`config.mk`:
```
export PLATFORM = sky130hd
export DESIGN_NAME = tcw_cursor
export DESIGN_NICKNAME = d
export VERILOG_FILES = /design/src/hdl/text_console_char_writer_defines.svh /design/src/hdl/tcw_pkg.sv /design/src/hdl/tcw_cursor.sv
export SDC_FILE = /design/constraint.sdc
export NUM_CORES = 1
export LEC_CHECK = 0
export ABC_CLOCK_PERIOD_IN_PS = 11900
export BUFFER_PORTS_ARGS = -buffer_cell sky130_fd_sc_hd__buf_2
export CAP_MARGIN = 40
export CORE_ASPECT_RATIO = 0.6
export CORE_MARGIN = 2
export CORE_UTILIZATION = 61
export DETAILED_ROUTE_END_ITERATION = 6
export PLACE_DENSITY = 0.87
export SYNTH_ARGS = -nofsm -noshare
export SYNTH_HDL_FRONTEND = slang
export SYNTH_SLANG_ARGS = --single-unit
```
`constraint.sdc`:
```
create_clock -name vclk -period 11.9
set_input_delay 1.785 -clock vclk [all_inputs]
set_output_delay 1.785 -clock vclk [all_outputs]
set_load 0.03 [all_outputs]
```
`src/hdl/text_console_char_writer_defines.svh`:
```
// Assertion macros for the text console character writer RTL.
`ifndef TEXT_CONSOLE_CHAR_WRITER_DEFINES_SVH
`define TEXT_CONSOLE_CHAR_WRITER_DEFINES_SVH

`ifndef NO_ASSERTIONS
`define TCW_ASSERT(label, prop) \
    label: assert property (@(posedge i_clk) disable iff (!i_rst_n) prop) \
        else $error("text_console_char_writer: assertion failed");
`define TCW_ASSERT_RST(label, prop) \
    label: assert property (@(posedge i_clk) prop) \
        else $error("text_console_char_writer: reset assertion failed");
`else
`define TCW_ASSERT(label, prop)
`define TCW_ASSERT_RST(label, prop)
`endif

`endif

```
`src/hdl/tcw_pkg.sv`:
```
// Types, constants and helpers for the text console character writer.
package tcw_pkg;

    localparam int COLUMNS = 80;
    localparam int ROWS    = 25;
    localparam int SCREEN  = COLUMNS * ROWS;

    localparam int TAB_STEP = 8;
    localparam int TAB_W    = $clog2(TAB_STEP + 1);

    localparam int POS_W  = 11;
    localparam int CHAR_W = 8;
    localparam int IDX_W  = 11;

    localparam int ADDR_W = $clog2(SCREEN);
    localparam int CUR_W  = $clog2(SCREEN + TAB_STEP);
    localparam int COL_W  = (COLUMNS > 1) ? $clog2(COLUMNS) : 1;
    localparam int CMP_W  = (CUR_W > IDX_W) ? CUR_W : IDX_W;

    localparam logic [CHAR_W-1:0] SPACE_CODE = 8'h20;
    localparam logic [CHAR_W-1:0] PRINT_HI   = 8'h7F;
    localparam logic [CHAR_W-1:0] CODE_BS    = 8'h08;
    localparam logic [CHAR_W-1:0] CODE_TAB   = 8'h09;
    localparam logic [CHAR_W-1:0] CODE_LF    = 8'h0A;
    localparam logic [CHAR_W-1:0] CODE_CR    = 8'h0D;

    localparam logic OP_PUT  = 1'b0;
    localparam logic OP_READ = 1'b1;

    localparam logic [CUR_W-1:0]  CUR_COLUMNS = CUR_W'(COLUMNS);
    localparam logic [CUR_W-1:0]  CUR_SCREEN  = CUR_W'(SCREEN);
    localparam logic [CUR_W-1:0]  TAB_MASK    = ~CUR_W'(TAB_STEP - 1);
    localparam logic [COL_W-1:0]  COL_LAST    = COL_W'(COLUMNS - 1);
    localparam logic [ADDR_W-1:0] ADDR_COLUMNS = ADDR_W'(COLUMNS);
    localparam logic [ADDR_W-1:0] ADDR_LAST    = ADDR_W'(SCREEN - 1);

    typedef struct packed {
        logic              operation;
        logic [CHAR_W-1:0] char_code;
        logic [IDX_W-1:0]  cell_index;
    } t_in_item;

    typedef struct packed {
        logic [POS_W-1:0]  cursor_position;
        logic [CHAR_W-1:0] cell_data;
        logic              scrolled;
    } t_out_item;

    typedef struct packed {
        logic [CUR_W-1:0] cursor;
        logic [COL_W-1:0] col;
        logic             wr_en;
        logic             scroll;
    } t_cursor_next;

    // Maps a logical cell offset onto the rotated physical store.
    function automatic logic [ADDR_W-1:0] phys_addr(input logic [ADDR_W-1:0] off,
                                                    input logic [ADDR_W-1:0] base);
        logic [ADDR_W:0] sum;
        sum = {1'b0, off} + {1'b0, base};
        if (sum >= (ADDR_W+1)'(SCREEN)) begin
            sum = sum - (ADDR_W+1)'(SCREEN);
        end
        return sum[ADDR_W-1:0];
    endfunction

endpackage

```
`src/hdl/tcw_cursor.sv`:
```
// Next cursor offset and column for one put character, with scroll detection.
module tcw_cursor
    import tcw_pkg::*;
(
    input  logic [CUR_W-1:0]  i_cursor,
    input  logic [COL_W-1:0]  i_col,
    input  logic [CHAR_W-1:0] i_code,
    output t_cursor_next      o_next
);

    logic [CUR_W-1:0] cur_pre;
    logic [COL_W-1:0] col_pre;
    logic             wr_en;
    logic [CUR_W-1:0] tab_new;
    logic [TAB_W-1:0] tab_delta;
    logic [COL_W:0]   col_sum;
    logic             scroll;

    always_comb begin
        cur_pre   = i_cursor;
        col_pre   = i_col;
        wr_en     = 1'b0;
        tab_new   = (i_cursor + CUR_W'(TAB_STEP)) & TAB_MASK;
        tab_delta = TAB_W'(tab_new - i_cursor);
        col_sum   = {1'b0, i_col} + (COL_W+1)'(tab_delta);
        unique case (i_code)
            CODE_BS: begin
                if (i_cursor != '0) begin
                    cur_pre = i_cursor - CUR_W'(1);
                    col_pre = (i_col == '0) ? COL_LAST : i_col - COL_W'(1);
                end
            end
            CODE_TAB: begin
                cur_pre = tab_new;
                if (col_sum >= (COL_W+1)'(COLUMNS)) begin
                    col_pre = COL_W'(col_sum - (COL_W+1)'(COLUMNS));
                end else begin
                    col_pre = col_sum[COL_W-1:0];
                end
            end
            CODE_CR: begin
                cur_pre = i_cursor - CUR_W'(i_col);
                col_pre = '0;
            end
            CODE_LF: begin
                cur_pre = i_cursor + (CUR_COLUMNS - CUR_W'(i_col));
                col_pre = '0;
            end
            default: begin
                if (i_code >= SPACE_CODE && i_code <= PRINT_HI) begin
                    wr_en   = 1'b1;
                    cur_pre = i_cursor + CUR_W'(1);
                    col_pre = (i_col == COL_LAST) ? '0 : i_col + COL_W'(1);
                end
            end
        endcase
        scroll = (cur_pre >= CUR_SCREEN);
    end

    assign o_next.cursor = scroll ? cur_pre - CUR_COLUMNS : cur_pre;
    assign o_next.col    = col_pre;
    assign o_next.wr_en  = wr_en;
    assign o_next.scroll = scroll;

endmodule

```
==> key figures <==
Synthesis
  • Top post-synthesis cells by area: ha_1 13%, xor2_1 6.0%, a21oi_1 5.7%, xnor2_1 5.7%, nand2_1 5.0%
  • Seq/Total Area, Yosys: 0
  • Cell with the most instances after synthesis: nand2_1
  • Area leader, netlist: ha_1
  • Cells after Synth: 361
  • Mapped Nets: a little over 400
  • Post-synth cell types: 76
  • Post-Syn Area: 2460 sq um
  • Yosys warnings: 0
  • Syn Area/Cell: ~6.8 sq um
  • Synth top cells by count: 33 x nand2_1, 29 x nor2_1, 28 x a21oi_1, 25 x ha_1
  • Top cell type's share of synthesized area: 0.127

Route
  • DRT iter0 DRCs: about 430
  • Drt pass-1 iters: 5
  • Detailed Route WL: just under 8000 um
  • Via count: ~3000
  • Drt drc: 0
  • Via/cell ratio: between 6 and 7
  • Antenna viol nets, final: 0
  • Avg WL per Cell: approximately 18 um

Global route
  • Vias in the first global route: 2532
  • Largest net degree at the start of global routing: 18
  • GRT Total Usage: 0.349
  • Initial antenna violation count: 0
  • Grt total ovfl: 0
  • Global-route wire length before repair: around 13000 um

Clocking
  • # hold bufs at CTS: 0
  • Resized Gates After CTS: 0
  • Post-CTS Setup Inserts: 0

Hold path
  • Type of the worst min-delay path: in -> out
  • Hold Crit Endpoint: o_next[9]
  • Worst Hold Launch: i_cursor[0]
  • Hold Path Stages: 4

Worst setup path
  • Cell mode on critical path: ha_1
  • Cell-by-cell trace of the critical path: buf_2, inv_1, ha_1, nor3b_1, xnor2_1, xnor2_1, ha_1, nand3_1, o2111ai_1, xor2_1, a222oi_1, ha_1, nand4_1, a21oi_2, nor3_2, o31a_1, buf_2
  • Worst-path fanout max: 8
  • Max stage delay on crit path: between 600 and 700 ps
  • Critical Setup Path Class: in -> out
  • Arrival time at the worst endpoint: around 5900 ps
  • CP required: between 10000 and 15000 ps
  • Critical path's slowest cell: a222oi_1
  • Crit start category: input pin
  • Worst setup EP type: primary output
  • Bufs and invs on worst path: 3
  • Kind of cell adding the most delay to the critical path: compound AO/OA/AOI/OAI gates

Floorplanning
  • Core footprint: between 3000 and 4000 sq um
  • # IOs: 46
  • DIE WIDTH: about 86 um
  • Die Area: about 4600 sq um
  • Starting Density: 0.654
  • DIE HEIGHT: between 50 and 60 um
  • Row Count: 17

Pwr
  • Net switching power: about 0.000070 W
  • Clock share of power: 0
  • Leakage power: 1.15 nW
  • Total power draw: 0.000109 W
  • Switching share of power: 0.638
  • Comb power frac: 1.000
  • Internal: between 0.00003 and 0.00004 W
  • Peak supply drop: ~0.029 mV
  • PwrDens: 41.1 nW/um^2
  • Sequential power share: 0

Status
  • Status: completed

Final layout
  • Layout Nets: 444
  • Layout cells sized above 1: 0.172
  • FFs & Latches: 0
  • Ant. Diodes: 0
  • Synthesis-to-layout area growth: 7.52%
  • Register area: 0 sq um
  • Layout fillers: roughly 320
  • Clock buffers: 0

STA
  • Fin. max-slew vios: 0
  • Hold Vio Cnt, Final: 0
  • Max frequency: 130 MHz
  • RSZ-0062 raised after global routing: no
  • Final period util: 0.648
  • TNS Setup: 0 ps
  • Final min period: just under 8000 ps
  • Minimum hold slack: ~4100 ps
  • Setup-failing EPs final: 0
  • Slew margin rel.: 0.459
  • Slew @ Worst Pin: 805 ps

Placed design
  • Final Wtd Congestion: just over 1
  • Buffers on Ports: 46
  • DP HPWL: 6220 um

Run
  • Max Cap Viol: 0
==> worst max path at each step <==
stage	cells after the start	startpoint	end
floorplan	15	i_col[1]	o_next[14]
global placement	17	i_col[1]	o_next[14]
detailed placement	17	i_col[1]	o_next[14]
CTS	17	i_col[1]	o_next[14]
global route	17	i_col[1]	o_next[14]
finish	17	i_col[1]	o_next[15]
==> kinds of logic after synthesis <==
family                     after synthesis  share of synthesized area
buffers and inverters                   44                     0.0833
xor gates and xnor gates                33                      0.117
adders and majority gates               28                      0.147
muxes                                    4                     0.0163
AOI/OAI and AO/OA                      116                      0.333
and+or+nand+nor                        136                      0.303
==> power by group through the flow <==
stage / sequential [W] / combinational (W) / clock [W]
finish: 0 / 0.000109 / 0
global route: 0 / 0.000119 / 0
CTS: 0 / 0.000106 / 0
detailed placement: 0 / 0.000105 / 0
global placement: 0 / 0.000103 / 0
floorplan: 0 / 0.0000790 / 0
==> cells in the final DEF (no fill, tap or decap), drive strengths merged, types with 7 or more instances in the layout <==
| cell | Yosys | routed |
|---|---|---|
| a21oi | 29 | 29 |
| buf | 9 | 47 |
| ha | 25 | 25 |
| inv | 23 | 23 |
| nand2 | 33 | 33 |
| nand3 | 12 | 12 |
| nor2 | 30 | 30 |
| nor3 | 14 | 14 |
| o21ai | 23 | 23 |
| o221ai | 7 | 7 |
| xnor2 | 16 | 16 |
| xor2 | 17 | 17 |
==> metrics by stage <==
step	instances	util	setup WS, ps	cell area (sq um)
2_1_floorplan	361	-	4620	2460
3_3_place_gp	436	0.704	4400	2650
3_5_place_dp	436	0.704	4290	2650
4_1_cts	436	0.704	4270	2650
5_1_grt	436	0.704	3850	2650
6_report	436	0.704	4190	2650
==> worst min-delay path, delay by kind of cell <==
family / cells / cell delay (ps)
buffers and inverters: 3 / 390
AO/OA/AOI/OAI: 1 / 120
==> layer usage <==
layer,part of all wire,vias to the layer above,routed length [um],GRT usage
met5,0,-,0,0
met4,0.0068,0,53,0.0423
met3,0.14,8,1060,0.0390
met2,0.38,193,2970,0.519
met1,0.47,1363,3670,0.541
li1,-,1405,-,-
==> cell type report <==
type	count	area, sq um	share of cell area
Multi-Input combinational cell	317	2260	0.853
Timing Repair Buffer	47	238	0.0897
Inverter	25	93.8	0.0354
Tap cell	47	58.8	0.0222
Power figures use the tool's default switching activity.
